===== src/design/ftrk_pkg.sv =====
// Shared types and constants for the TCP flow tracker: chain token, phases, config.
package ftrk_pkg;

  // Number of flow entries, one per cell in the chain
  localparam int FLOW_ENTRIES = 64;

  localparam int KEY_W  = 64;
  localparam int TIME_W = 64;
  localparam int CFG_IDX_W = 1;

  // Configuration register indexes
  localparam logic [CFG_IDX_W-1:0] CFG_PENDING_TIMEOUT = 1'b0;
  localparam logic [CFG_IDX_W-1:0] CFG_CLOSE_GRACE     = 1'b1;

  localparam logic [TIME_W-1:0] PENDING_TIMEOUT_RST = 64'd5000000000;
  localparam logic [TIME_W-1:0] CLOSE_GRACE_RST     = 64'd10000000000;

  // Flow phase held by each entry
  typedef enum logic [1:0] {
    PH_PENDING     = 2'd0,
    PH_ESTABLISHED = 2'd1,
    PH_CLOSING     = 2'd2
  } phase_t;

  // Kind of pass a token makes down the chain
  typedef enum logic {
    OP_LOOKUP = 1'b0,
    OP_ALLOC  = 1'b1
  } op_t;

  // Sequencer states
  typedef enum logic [1:0] {
    ST_IDLE   = 2'd0,
    ST_LOOKUP = 2'd1,
    ST_ALLOC  = 2'd2
  } state_t;

  // Window settings broadcast to every cell
  typedef struct packed {
    logic [TIME_W-1:0] pending_timeout;
    logic [TIME_W-1:0] close_grace;
  } cfg_t;

  // Token handed from cell to cell, one hop per cycle
  typedef struct packed {
    logic              vld;
    op_t               op;
    logic              egress;
    logic              syn;
    logic              ack;
    logic              fin;
    logic              rst;
    logic [KEY_W-1:0]  key;
    logic [TIME_W-1:0] now;
    logic              hit;        // some cell held the key
    logic              ok;         // hit cell found the flow within its window
    logic              free_seen;  // some cell was free
    logic              claimed;    // allocation pass: a free cell took the flow
  } tok_t;

endpackage


===== src/design/ftrk_cell.sv =====
// One flow-table cell: holds a single entry and acts on the token passing through.
module ftrk_cell (
  input  logic            clk,
  input  logic            rst_n,
  input  ftrk_pkg::cfg_t  cfg_i,
  input  ftrk_pkg::tok_t  tok_i,
  output ftrk_pkg::tok_t  tok_o
);

  logic                         valid_r, valid_nxt;
  logic [ftrk_pkg::KEY_W-1:0]   key_r, key_nxt;
  ftrk_pkg::phase_t             phase_r, phase_nxt;
  logic [ftrk_pkg::TIME_W-1:0]  time_r, time_nxt;
  ftrk_pkg::tok_t               tok_r, tok_nxt;
  logic                         tok_vld_r;

  logic                         match;
  logic                         take;
  logic [ftrk_pkg::TIME_W-1:0]  age;
  logic                         win_ok;

  // Key compare and window check against this entry
  assign match = tok_i.vld && (tok_i.op == ftrk_pkg::OP_LOOKUP) && valid_r &&
                 (key_r == tok_i.key);
  assign take  = tok_i.vld && (tok_i.op == ftrk_pkg::OP_ALLOC) && !tok_i.claimed &&
                 !valid_r;
  assign age   = tok_i.now - time_r;
  assign win_ok = (phase_r == ftrk_pkg::PH_ESTABLISHED) ||
                  ((phase_r == ftrk_pkg::PH_PENDING) && (age < cfg_i.pending_timeout)) ||
                  ((phase_r == ftrk_pkg::PH_CLOSING) && (age < cfg_i.close_grace));

  // Entry update and outgoing token
  always_comb begin
    valid_nxt = valid_r;
    key_nxt   = key_r;
    phase_nxt = phase_r;
    time_nxt  = time_r;
    tok_nxt   = tok_i;

    if (tok_i.vld && (tok_i.op == ftrk_pkg::OP_LOOKUP) && !valid_r) begin
      tok_nxt.free_seen = 1'b1;
    end

    if (match) begin
      tok_nxt.hit = 1'b1;
      if (tok_i.rst) begin
        valid_nxt = 1'b0;
      end else if (tok_i.fin) begin
        phase_nxt = ftrk_pkg::PH_CLOSING;
        time_nxt  = tok_i.now;
      end else if (tok_i.egress) begin
        if (tok_i.syn) begin
          phase_nxt = ftrk_pkg::PH_PENDING;
          time_nxt  = tok_i.now;
        end
      end else if (!(tok_i.syn && !tok_i.ack)) begin
        // ingress data or handshake: admit within window, promote pending
        tok_nxt.ok = win_ok;
        if (win_ok && (phase_r == ftrk_pkg::PH_PENDING)) begin
          phase_nxt = ftrk_pkg::PH_ESTABLISHED;
          time_nxt  = tok_i.now;
        end
      end
    end

    if (take) begin
      valid_nxt       = 1'b1;
      key_nxt         = tok_i.key;
      phase_nxt       = ftrk_pkg::PH_PENDING;
      time_nxt        = tok_i.now;
      tok_nxt.claimed = 1'b1;
    end
  end

  // Control state
  always_ff @(posedge clk) begin
    if (!rst_n) begin
      valid_r   <= 1'b0;
      tok_vld_r <= 1'b0;
    end else begin
      valid_r   <= valid_nxt;
      tok_vld_r <= tok_nxt.vld;
    end
  end

  // Entry and token payload
  always_ff @(posedge clk) begin
    key_r   <= key_nxt;
    phase_r <= phase_nxt;
    time_r  <= time_nxt;
    tok_r   <= tok_nxt;
  end

  // Outgoing token: payload with the reset-cleared valid mark
  always_comb begin
    tok_o     = tok_r;
    tok_o.vld = tok_vld_r;
  end

endmodule


===== config.mk =====
export PLATFORM = sky130hd
export DESIGN_NAME = ftrk_cell
export DESIGN_NICKNAME = d
export VERILOG_FILES = /design/src/design/ftrk_pkg.sv /design/src/design/ftrk_cell.sv
export SDC_FILE = /design/constraint.sdc
export NUM_CORES = 1
export LEC_CHECK = 0
export BUFFER_PORTS_ARGS = -buffer_cell sky130_fd_sc_hd__buf_2
export CAP_MARGIN = 30
export CORE_ASPECT_RATIO = 0.9
export CORE_MARGIN = 3
export CORE_UTILIZATION = 50
export CTS_BUF_LIST = sky130_fd_sc_hd__clkbuf_8
export DETAILED_ROUTE_END_ITERATION = 10
export PLACE_DENSITY = 0.77
export SLEW_MARGIN = 20
export SYNTH_ARGS = -nofsm -noshare
export SYNTH_HDL_FRONTEND = slang
export SYNTH_SLANG_ARGS = --single-unit
export TNS_END_PERCENT = 20

===== constraint.sdc =====
create_clock -name clk -period 13.85 [get_ports clk]
set_input_delay 1.385 -clock clk [delete_from_list [all_inputs] [get_ports clk]]
set_output_delay 1.385 -clock clk [all_outputs]
set_load 0.01 [all_outputs]

==> flow_summary.yaml, run 1 <==
global_routing:
  grt_max_degree: 65
  grt_pass1_wl_um: 62900
  grt_use_total_pct: 25.6
  grt_pass1_vias: 12100
  grt_antenna_before_repair: 5
  overflow: 0
detailed_routing:
  drc: 0
  ant_nets: 0
  wire_per_inst_um: 18.3
  drt-initial-drc-count: 680
  wirelength_um: 40900
  vias: 11800
  viasPerCell: 5.30
  drt_pass1_iterations: 7
synth:
  syn_nets: 1847
  synth_area_sq_um: 14600
  ys_seq_area_share_pct: 45.9
  synthMostInstantiatedCell: "inv_1"
  yosysTopAreaCellShare_pct: 26.4
  synth.distinct_cells: 80
  synthTopCellsByArea: "edfxtp_1 26%, dfxtp_1 20%, ha_1 16%, inv_1 5.8%, xnor2_1 4.1%"
  synth.avg_cell_area_sq_um: 10.5
  synth_warnings: 0
  ys_ff_latch: 270
  synth_edf_count: 128
  syn_inst: 1388
  synth_ff_type: "dfxtp_1"
  synth_common_cells: "226 x inv_1, 189 x ha_1, 142 x dfxtp_1, 128 x edfxtp_1, 99 x a21oi_1"
  synth-async-reset-ratio_pct: 0
  synth_largest_area_cell: "edfxtp_1"
pwr:
  ir_worst_vdd_mv: 0.116
  swShare_pct: 29.1
  p_seq_share_pct: 43.2
  p_sw_w: 0.000593
  clockPowerShare_pct: 35.2
  powerDensity_nw_per_um2: 113
  p_leak_nw: 8.89
  finalPower_w: 0.00204
  internal_power_w: 0.00144
  comb_power_share_pct: 21.6
sta:
  hold_viol: 0
  fin_worst_skew_ns: 0.0402
  rsz0062_at_grt: "false"
  relSlewSlack_pct: 39.0
  fmax_ghz: 0.146
  setup_viol: 0
  drv_slew: 0
  post-route-period-util_pct: 49.3
  worst_pin_slew_ns: 0.915
  whs_ns: 0.574
  timing.final.crit_period_ns: 6.83
  setup_tns_ns: 0
clocking:
  cts_buffers: 45
  clockBufferDepth: 3
  htree_num_levels: 2
  cts_resized: 0
  cts-root-buf: "clkbuf_8"
  postCtsHoldBufs: 0
  clock_latency_ns: 0.58
  post_cts_buffers: 0
  clkTransAtPathRegs_ns: 0.06
  cts_tree: "yes"
  numClockSinks: 270
setup_path:
  critPathLaunchType: "input pin"
  crit_start: "tok_i[4]"
  arrival_ns: 7.02
  end_kind: "register"
  r2r-start: "time_r[0]"
  cpPeakStageDelay_ns: 0.69
  crit_type: "in2reg"
  crit_family: "compound AO/OA/AOI/OAI gates"
  crit_buf_inv: 4
  crit_chain: "buf_2 -> inv_1 -> ha_1 -> inv_1 -> fa_1 -> a211oi_2 -> o21ai_1 -> and4b_1 -> a211oi_2 -> nand2_1 -> o21bai_1 -> o21ai_0 -> a31oi_1 -> xnor2_1 -> ha_1 -> nand2_1 -> nor2_1 -> a211oi_1 -> a31oi_1 -> a2111oi_0 -> o211ai_1 -> nor3_1 -> or3_2 -> buf_4"
  worst_path_max_delay_cell: "buf_4"
  cp_max_fo: 64
  required_ns: 14.04
placed_design:
  gp_congestion: 0.969
  postPlaceCellArea_sq_um: 17000
  io_buffers: 407
  hpwl_um: 33400
  placed_cells: 2147
floorplanning:
  design.core.area_sq_um: 28300
  fp.dieW_um: 186
  row_count: 58
  start_util_pct: 51.5
  pin_count: 408
  dieArea_sq_um: 31200
  die_y_um: 168
layout:
  area.sequential_sq_um: 6690
  fin_nets: 2293
  nFillCells: 2321
  fin_cells: 2231
  multi_input_area_sq_um: 6990
  layout-drive-gt1-share_pct: 27.6
  area_growth_pct: 23.4
  final_area_sq_um: 18000
  diodes: 0
worst_hold_path:
  hp-start: "valid_r"
  hp-class: "reg2reg"
job:
  maxCapViolations: 0
outcome:
  status: "finished clean"
==> per-layer routing <==
metal | track usage (%) | share of wire [%]
met1 | 32.1 | 42
met2 | 42.8 | 47
met3 | 6.55 | 8.0
met4 | 8.93 | 3.4
met5 | 0 | 0.14
==> layout by cell type (no fill, tap or decap), drive strengths merged, types with 3 or more instances in the layout <==
cell type | Yosys | routed
a2111oi | 4 | 4
a211oi | 15 | 15
a21boi | 5 | 5
a21o | 54 | 54
a21oi | 101 | 101
a221o | 4 | 4
a221oi | 5 | 5
a22oi | 3 | 3
a31oi | 6 | 6
a41oi | 3 | 3
and2 | 6 | 6
and3 | 7 | 7
and4 | 9 | 9
buf | 8 | 410
clkbuf | 3 | 59
clkinv | 0 | 6
dfxtp | 142 | 142
edfxtp | 128 | 128
ha | 189 | 189
inv | 226 | 243
nand2 | 64 | 64
nand2b | 11 | 11
nand3 | 14 | 14
nand4 | 40 | 40
nor2 | 44 | 44
nor2b | 17 | 17
nor3 | 14 | 14
nor3b | 3 | 3
nor4 | 11 | 11
o2111ai | 5 | 5
o211ai | 12 | 12
o21a | 12 | 12
o21ai | 54 | 54
o21bai | 8 | 8
o22ai | 7 | 7
o31ai | 7 | 7
or2 | 6 | 6
or3 | 3 | 3
xnor2 | 69 | 69
xor2 | 40 | 40
==> sequential cells by signal, indices dropped and copies added (netlist names) <==
name       count
key_r         64
phase_r        2
time_r        64
tok_o        138
tok_vld_r      1
valid_r        1
==> stage by stage <==
step	setup WS, ns	util (%)
2_1_floorplan	3.08	-
3_3_place_gp	6.66	60.2
3_5_place_dp	6.53	60.2
4_1_cts	7.10	63.5
5_1_grt	6.68	63.5
6_report	7.02	63.5
==> power groups by stage <==
stage / Combinational (W) / Clock [W] / Sequential, W
final: 0.000440 / 0.000717 / 0.000880
after global routing: 0.000492 / 0.000769 / 0.000883
after CTS: 0.000437 / 0.000737 / 0.000880
after detailed placement: 0.000433 / 0 / 0.000897
after global placement: 0.000421 / 0 / 0.000896
after floorplan: 0.000262 / 0 / 0.000909
==> kinds of logic (layout without fill, tap and decap cells) <==
family	after synthesis	count (layout)	share of synthesized area, %
buf+inv	237	720	6.19
fa+ha+maj	190	190	16.4
simple gates	256	256	9.41
xor+xnor	109	109	6.55
mux	2	2	0.146
compound gates	324	324	15.4
flops	270	270	45.9
==> worst paths after layout <==
path              cells after the start          to  slack, ns
hold / removal                        2    tok_o[1]       0.57
hold reg to reg                       2    tok_o[1]       0.57
setup / recovery                     24  time_r[26]       7.02
setup reg to reg                     22  time_r[26]       7.66
==> worst register-to-register path: stages, from the launching register on <==
cell,delay (ns)
edfxtp_1,0.33
ha_1,0.16
inv_1,0.05
fa_1,0.43
a211oi_2,0.29
o21ai_1,0.13
and4b_1,0.22
a211oi_2,0.40
nand2_1,0.18
o21bai_1,0.38
o21ai_0,0.22
a31oi_1,0.24
xnor2_1,0.20
ha_1,0.30
nand2_1,0.07
nor2_1,0.04
a211oi_1,0.21
a31oi_1,0.10
a2111oi_0,0.39
o211ai_1,0.29
nor3_1,0.27
or3_2,0.15
buf_4,0.69
==> area by class of cell <==
type                    count  share of cell area, %
multi-input cells         881                   38.9
flip-flops and latches    270                   37.2
repair buffers            410                   11.5
inverters                 226                   4.72
clock buffers              59                   4.52
well taps                 360                   2.51
clock inverters            25                  0.738
(Power assumes the default switching activity.)
==> run 2: changes to the inputs <==
--- a/config.mk
+++ b/config.mk
@@ -9,10 +9,10 @@
 export CAP_MARGIN = 30
 export CORE_ASPECT_RATIO = 0.9
 export CORE_MARGIN = 3
-export CORE_UTILIZATION = 50
+export CORE_UTILIZATION = 49
 export CTS_BUF_LIST = sky130_fd_sc_hd__clkbuf_8
 export DETAILED_ROUTE_END_ITERATION = 10
-export PLACE_DENSITY = 0.77
+export PLACE_DENSITY = 0.79
 export SLEW_MARGIN = 20
 export SYNTH_ARGS = -nofsm -noshare
 export SYNTH_HDL_FRONTEND = slang
==> constraint.sdc (replaced) <==
create_clock -name clk -period 5.8 [get_ports clk]
set_input_delay 0.58 -clock clk [delete_from_list [all_inputs] [get_ports clk]]
set_output_delay 0.58 -clock clk [all_outputs]
set_load 0.01 [all_outputs]
==> run 2 against run 1 <==
Power up 140%. Clock-buffer cell count down 8. Utilization down 0.90 points. Highest routed layer is now met4. Sequential share of layout area down 0.48 points. Register-to-register slack worse by 7.4 ns. Worst setup slack worse by 6.7 ns. Die area up 2.0%. Global-route usage down 0.71 points. Sequential power up 140%. Clock skew down 0.019 ns. First-iteration DRC count up 3.5%. Clock power rose to 2.5 times the previous value.
==> flow_summary.yaml, run 2 (synthesis gave the netlist of run 1 again) <==
clocking:
  cts_tree: "yes"
  cts_buffers: 45
  clockBufferDepth: 3
  htree_num_levels: 2
  post_cts_buffers: 0
  numClockSinks: 270
  clock_latency_ns: 0.58
  clkTransAtPathRegs_ns: 0.07
  postCtsHoldBufs: 0
  cts-root-buf: "clkbuf_8"
global_routing:
  grt_pass1_vias: 12300
  grt_pass1_wl_um: 63100
  use_met1_pct: 31.1
  overflow: 0
  met3_usage_pct: 6.05
  grt_use_met2_pct: 41.7
  grt_max_degree: 38
  grt_antenna_before_repair: 1
  grt_use_total_pct: 24.8
  grt-busiest-layer: "met2"
sta:
  relSlewSlack_pct: 55.4
  post-route-period-util_pct: 95.0
  hold_viol: 0
  rsz0062_at_grt: "false"
  setup_tns_ns: 0
  fin_worst_skew_ns: 0.0211
  setup_viol: 0
  fmax_ghz: 0.181
  drv_slew: 0
  worst_pin_slew_ns: 0.663
  timing.final.crit_period_ns: 5.51
worst_hold_path:
  hp-class: "in2reg"
  hold_depth: 1
  whs_endpoint: "tok_o[137]"
  hp-start: "tok_i[137]"
layout:
  layout_common_cells: "407 x buf_2, 236 x inv_1, 189 x ha_1"
  fin_nets: 2308
  layout-drive-gt1-share_pct: 28.3
  layout_commonest_cell: "buf_2"
  largest_register_ff_count: 138
  diodes: 0
  area_growth_pct: 25.0
  fin_cells: 2280
  nFillCells: 2402
  fin_util_pct: 62.6
setup_path:
  crit_buf_inv: 3
  reg2reg_slack_ns: 0.29
  regToRegEndpoint: "time_r[63]"
  arrival_ns: 5.82
  cpPeakStageDelay_ns: 0.49
  worst_path_max_delay_cell: "or3_2"
  r2r-start: "time_r[22]"
  required_ns: 6.11
  critPathLaunchType: "register"
  end_kind: "register"
  crit_type: "reg2reg"
  cp_max_fo: 31
  ff2ff_path_depth: 22
  crit_chain: "inv_1 -> ha_1 -> a21oi_1 -> o21ai_0 -> and4bb_2 -> a31o_2 -> nand2_4 -> a41oi_4 -> o21ai_2 -> a41oi_2 -> xnor2_1 -> ha_1 -> nand4_1 -> nor3_1 -> o21ai_0 -> a31oi_1 -> a2111oi_1 -> buf_4 -> o211ai_1 -> nor3_1 -> or3_2 -> buf_12"
  crit_family: "compound AO/OA/AOI/OAI gates"
floorplanning:
  fp.dieW_um: 188
  row_count: 59
  die_y_um: 170
  design.core.area_sq_um: 29100
  dieArea_sq_um: 31800
  pin_count: 408
  start_util_pct: 50.1
detailed_routing:
  drt-initial-drc-count: 704
  vias: 12000
  viasPerCell: 5.28
  drt_pass1_iterations: 5
  drc: 0
  ant_nets: 0
  wirelength_um: 41100
  wire_per_inst_um: 18.0
pwr:
  ir_worst_vdd_mv: 0.260
  finalPower_w: 0.00497
  p_leak_nw: 8.97
  powerDensity_nw_per_um2: 273
job:
  maxCapViolations: 0
placed_design:
  placed_cells: 2198
  io_buffers: 407
  hpwl_um: 33600
  gp_congestion: 0.952
outcome:
  status: "finished clean"
run 2: how the worst max path moves through the flow:
stage	to	depth (start not counted)	slack, ns	from
2_1_floorplan	time_r[0]	22	0.23	tok_i[4]
5_1_grt	time_r[3]	23	0.005	time_r[0]
4_1_cts	time_r[63]	22	0.23	time_r[0]
6_report	time_r[63]	22	0.29	time_r[22]
3_5_place_dp	time_r[0]	24	-0.18	tok_i[4]
3_3_place_gp	tok_o[2]	26	-0.20	tok_i[4]
run 2: layer usage:
layer  routed length [um]  share of wire (%)  up-vias
met3                 3290                8.0       78
li1                     -                  -     5861
met4                 1340                3.3        0
met5                    0                  0        -
met1                17000                 41     5621
met2                19400                 47      489
run 2: what timing repair did:
item | in CTS | in global routing
endpoints found under the hold margin | 0 | 0
setup endpoints to repair | 0 | 65
gates resized for setup | 0 | 4
run 2: worst register-to-register path: stages, from the launching register on:
cell       delay, ns
edfxtp_1        0.33
inv_1           0.04
ha_1            0.39
a21oi_1         0.16
o21ai_0         0.34
and4bb_2        0.28
a31o_2          0.30
nand2_4         0.11
a41oi_4         0.18
o21ai_2         0.31
a41oi_2         0.16
xnor2_1         0.19
ha_1            0.34
nand4_1         0.11
nor3_1          0.34
o21ai_0         0.15
a31oi_1         0.21
a2111oi_1       0.09
buf_4           0.14
o211ai_1        0.26
nor3_1          0.10
or3_2           0.49
buf_12          0.21
run 2: report_power, final:
part	leakage (nW)	total, W	internal, W	switching [W]
logic	6.06	0.00107	0.000458	0.000611
clock network	0.539	0.00180	0.00100	0.000803
registers	2.37	0.00210	0.00208	0.0000226
run 2: area by class of cell:
type | count | area (sq um) | share of cell area, %
multi-input combinational | 881 | 7010 | 38.5
sequential | 270 | 6690 | 36.7
timing repair buffer | 425 | 2200 | 12.1
inverter | 226 | 848 | 4.66
clock buffer | 51 | 702 | 3.85
tap | 396 | 495 | 2.72
clock inverter | 31 | 268 | 1.47
run 2: metrics by stage:
step | cell area [sq um] | hold slack (ns) | worst slack [ns]
after global placement | 17200 | 0.556 | -0.196
after global routing | 18200 | 0.0818 | 0.00529
final | 18200 | 0.125 | 0.289
after floorplan | 14600 | 0.479 | 0.226
after detailed placement | 17200 | 0.559 | -0.177
after CTS | 18200 | 0.0764 | 0.228
==> run 3: changes to the inputs <==
--- a/config.mk
+++ b/config.mk
@@ -5,11 +5,12 @@
 export SDC_FILE = /design/constraint.sdc
 export NUM_CORES = 1
 export LEC_CHECK = 0
+export ABC_AREA = 1
 export BUFFER_PORTS_ARGS = -buffer_cell sky130_fd_sc_hd__buf_2
 export CAP_MARGIN = 30
 export CORE_ASPECT_RATIO = 0.9
 export CORE_MARGIN = 3
-export CORE_UTILIZATION = 49
+export CORE_UTILIZATION = 50
 export CTS_BUF_LIST = sky130_fd_sc_hd__clkbuf_8
 export DETAILED_ROUTE_END_ITERATION = 10
 export PLACE_DENSITY = 0.79
==> run 3 against run 2 <==
Clock power increased by 6%. Via count increased by 28%. Die area increased by 10%. Combinational power increased by 12%. First-iteration DRC count increased by 48%. Largest cell class unchanged. Largest power group unchanged.
==> flow_summary.yaml, run 3 <==
clocking:
  cts_resized: 0
  numClockSinks: 270
  htree_num_levels: 2
  cts_tree: "yes"
  postCtsHoldBufs: 0
  clkTransAtPathRegs_ns: 0.06
  clock_latency_ns: 0.60
  cts-root-buf: "clkbuf_8"
  post_cts_buffers: 0
  clockBufferDepth: 3
  cts_buffers: 45
sta:
  drv_slew: 0
  worst_pin_slew_ns: 0.947
  setup_viol: 0
  fmax_ghz: 0.197
  post-route-period-util_pct: 87.7
  setup_tns_ns: 0
  rsz0062_at_grt: "false"
  timing.final.crit_period_ns: 5.08
  setup_slack_ns: 0.716
  fin_worst_skew_ns: 0.0363
  relSlewSlack_pct: 36.3
  hold_viol: 0
global_routing:
  grt_pass1_wl_um: 79200
  grt_max_degree: 66
  grt_antenna_before_repair: 5
  grt_use_total_pct: 28.7
  met3_usage_pct: 5.87
  grt_use_met2_pct: 49.6
  overflow: 0
  use_met1_pct: 36.4
  grt-busiest-layer: "met2"
  grt_pass1_vias: 15300
job:
  maxCapViolations: 0
setup_path:
  cp_max_fo: 28
  r2r-start: "time_r[51]"
  critPathLaunchType: "register"
  required_ns: 6.13
  reg2reg_slack_ns: 0.72
  crit_type: "reg2reg"
  ff2ff_path_depth: 21
  arrival_ns: 5.42
  regToRegEndpoint: "time_r[2]"
  end_kind: "register"
synth:
  synth_area_sq_um: 16500
  ys_seq_area_share_pct: 40.6
  yosysTopAreaCellShare_pct: 23.4
  synth-async-reset-ratio_pct: 0
  synth_warnings: 0
  syn_nets: 2524
  synth_ff_type: "dfxtp_1"
  synthMostInstantiatedCell: "inv_1"
  synth.distinct_cells: 47
  synth_common_cells: "442 x inv_1, 413 x nand2_1, 189 x ha_1, 177 x nor2_1, 156 x a21oi_1"
  ys_ff_latch: 270
  synth.avg_cell_area_sq_um: 7.97
  synthTopCellsByArea: "edfxtp_1 23%, dfxtp_1 17%, ha_1 14%, inv_1 10%, nand2_1 9.4%"
  synth_largest_area_cell: "edfxtp_1"
  syn_inst: 2065
  synth_edf_count: 128
placed_design:
  gp_congestion: 0.982
  hpwl_um: 44100
  io_buffers: 407
  postPlaceCellArea_sq_um: 19100
  placed_cells: 2892
  pre_cts_ws_ns: 0.441
worst_hold_path:
  whs_endpoint: "tok_o[135]"
  hp-class: "in2reg"
  hold_depth: 1
  hp-start: "tok_i[135]"
detailed_routing:
  wire_per_inst_um: 17.7
  drt-initial-drc-count: 1043
  drt_pass1_iterations: 6
  vias: 15400
  viasPerCell: 5.19
  wirelength_um: 52600
  ant_nets: 0
  drc: 0
floorplanning:
  start_util_pct: 51.1
  fp.dieW_um: 197
  row_count: 62
  dieArea_sq_um: 35100
  die_y_um: 178
  pin_count: 408
  design.core.area_sq_um: 32200
layout:
  layout_common_cells: "447 x inv_1, 413 x nand2_1, 407 x buf_2"
  fin_nets: 2982
  layout_commonest_cell: "inv_1"
  fin_cells: 2976
  fin_util_pct: 62.5
  area_growth_pct: 22.3
  final_area_sq_um: 20100
  layout-drive-gt1-share_pct: 21.5
  largest_register_ff_count: 138
pwr:
  p_leak_nw: 10.5
  powerDensity_nw_per_um2: 259
  ir_worst_vdd_mv: 0.296
outcome:
  status: "finished clean"
[run 3: logic make-up (layout without fill, tap and decap cells)]
kind of cell / after synthesis / after routing / share of synthesized area [%]
DFF: 270 / 270 / 40.6
adders and majority gates: 190 / 190 / 14.5
buffers and inverters: 450 / 944 / 10.3
AOI/OAI and AO/OA: 326 / 326 / 11.3
and+or+nand+nor: 763 / 763 / 19.8
xor gates and xnor gates: 66 / 66 / 3.51
other: 0 / 1 / 0
[run 3: critical path, cell delays in order, from the launching register on]
cell,delay (ns)
edfxtp_1,0.32
inv_1,0.04
ha_1,0.42
nand2_1,0.13
nor2_1,0.11
inv_1,0.08
nor2_1,0.20
inv_1,0.15
nor4_1,0.74
nand3_1,0.26
nand3_1,0.14
nand2_1,0.09
ha_1,0.28
nand2_1,0.04
nor2_1,0.12
nand2_1,0.09
nor4_1,0.25
nor2b_1,0.18
a21oi_1,0.16
nand3_1,0.21
nand3_4,0.43
buf_4,0.37
[run 3: per-stage QoR]
step           hold WS, ns  power [W]
2_1_floorplan        0.465    0.00286
3_3_place_gp         0.508    0.00327
3_5_place_dp         0.523    0.00332
4_1_cts             0.0793    0.00523
5_1_grt             0.0909    0.00546
6_report             0.113    0.00522
[run 3: how the worst max path moves through the flow]
stage	end	start	cells after the start	slack [ns]
finish	time_r[2]	time_r[51]	21	0.72
global placement	time_r[2]	tok_i[48]	22	0.41
floorplan	time_r[0]	tok_i[4]	21	0.29
CTS	time_r[2]	time_r[8]	20	0.76
global route	time_r[7]	time_r[44]	21	0.32
detailed placement	time_r[3]	tok_i[11]	20	0.44
[run 3: layout make-up]
cell class	count	area [sq um]
fill	2859	12100
multi-input combinational	1345	8110
sequential	270	6690
timing repair buffer	412	2090
inverter	449	1690
clock buffer	57	785
tap	416	520
clock inverter	26	249
antenna	1	2.50
[run 3: report_power, final]
part	internal [W]	switching [W]	leakage (nW)
registers	0.00208	0.0000220	2.37
clock network	0.00108	0.000831	0.559
logic	0.000442	0.000761	7.54
[run 3: routing by layer]
layer  wire length [um]  vias up
met5                 51        -
met1              22400     7075
met3               3910       99
met2              24800      605
met4               1480        8
li1                   -     7649
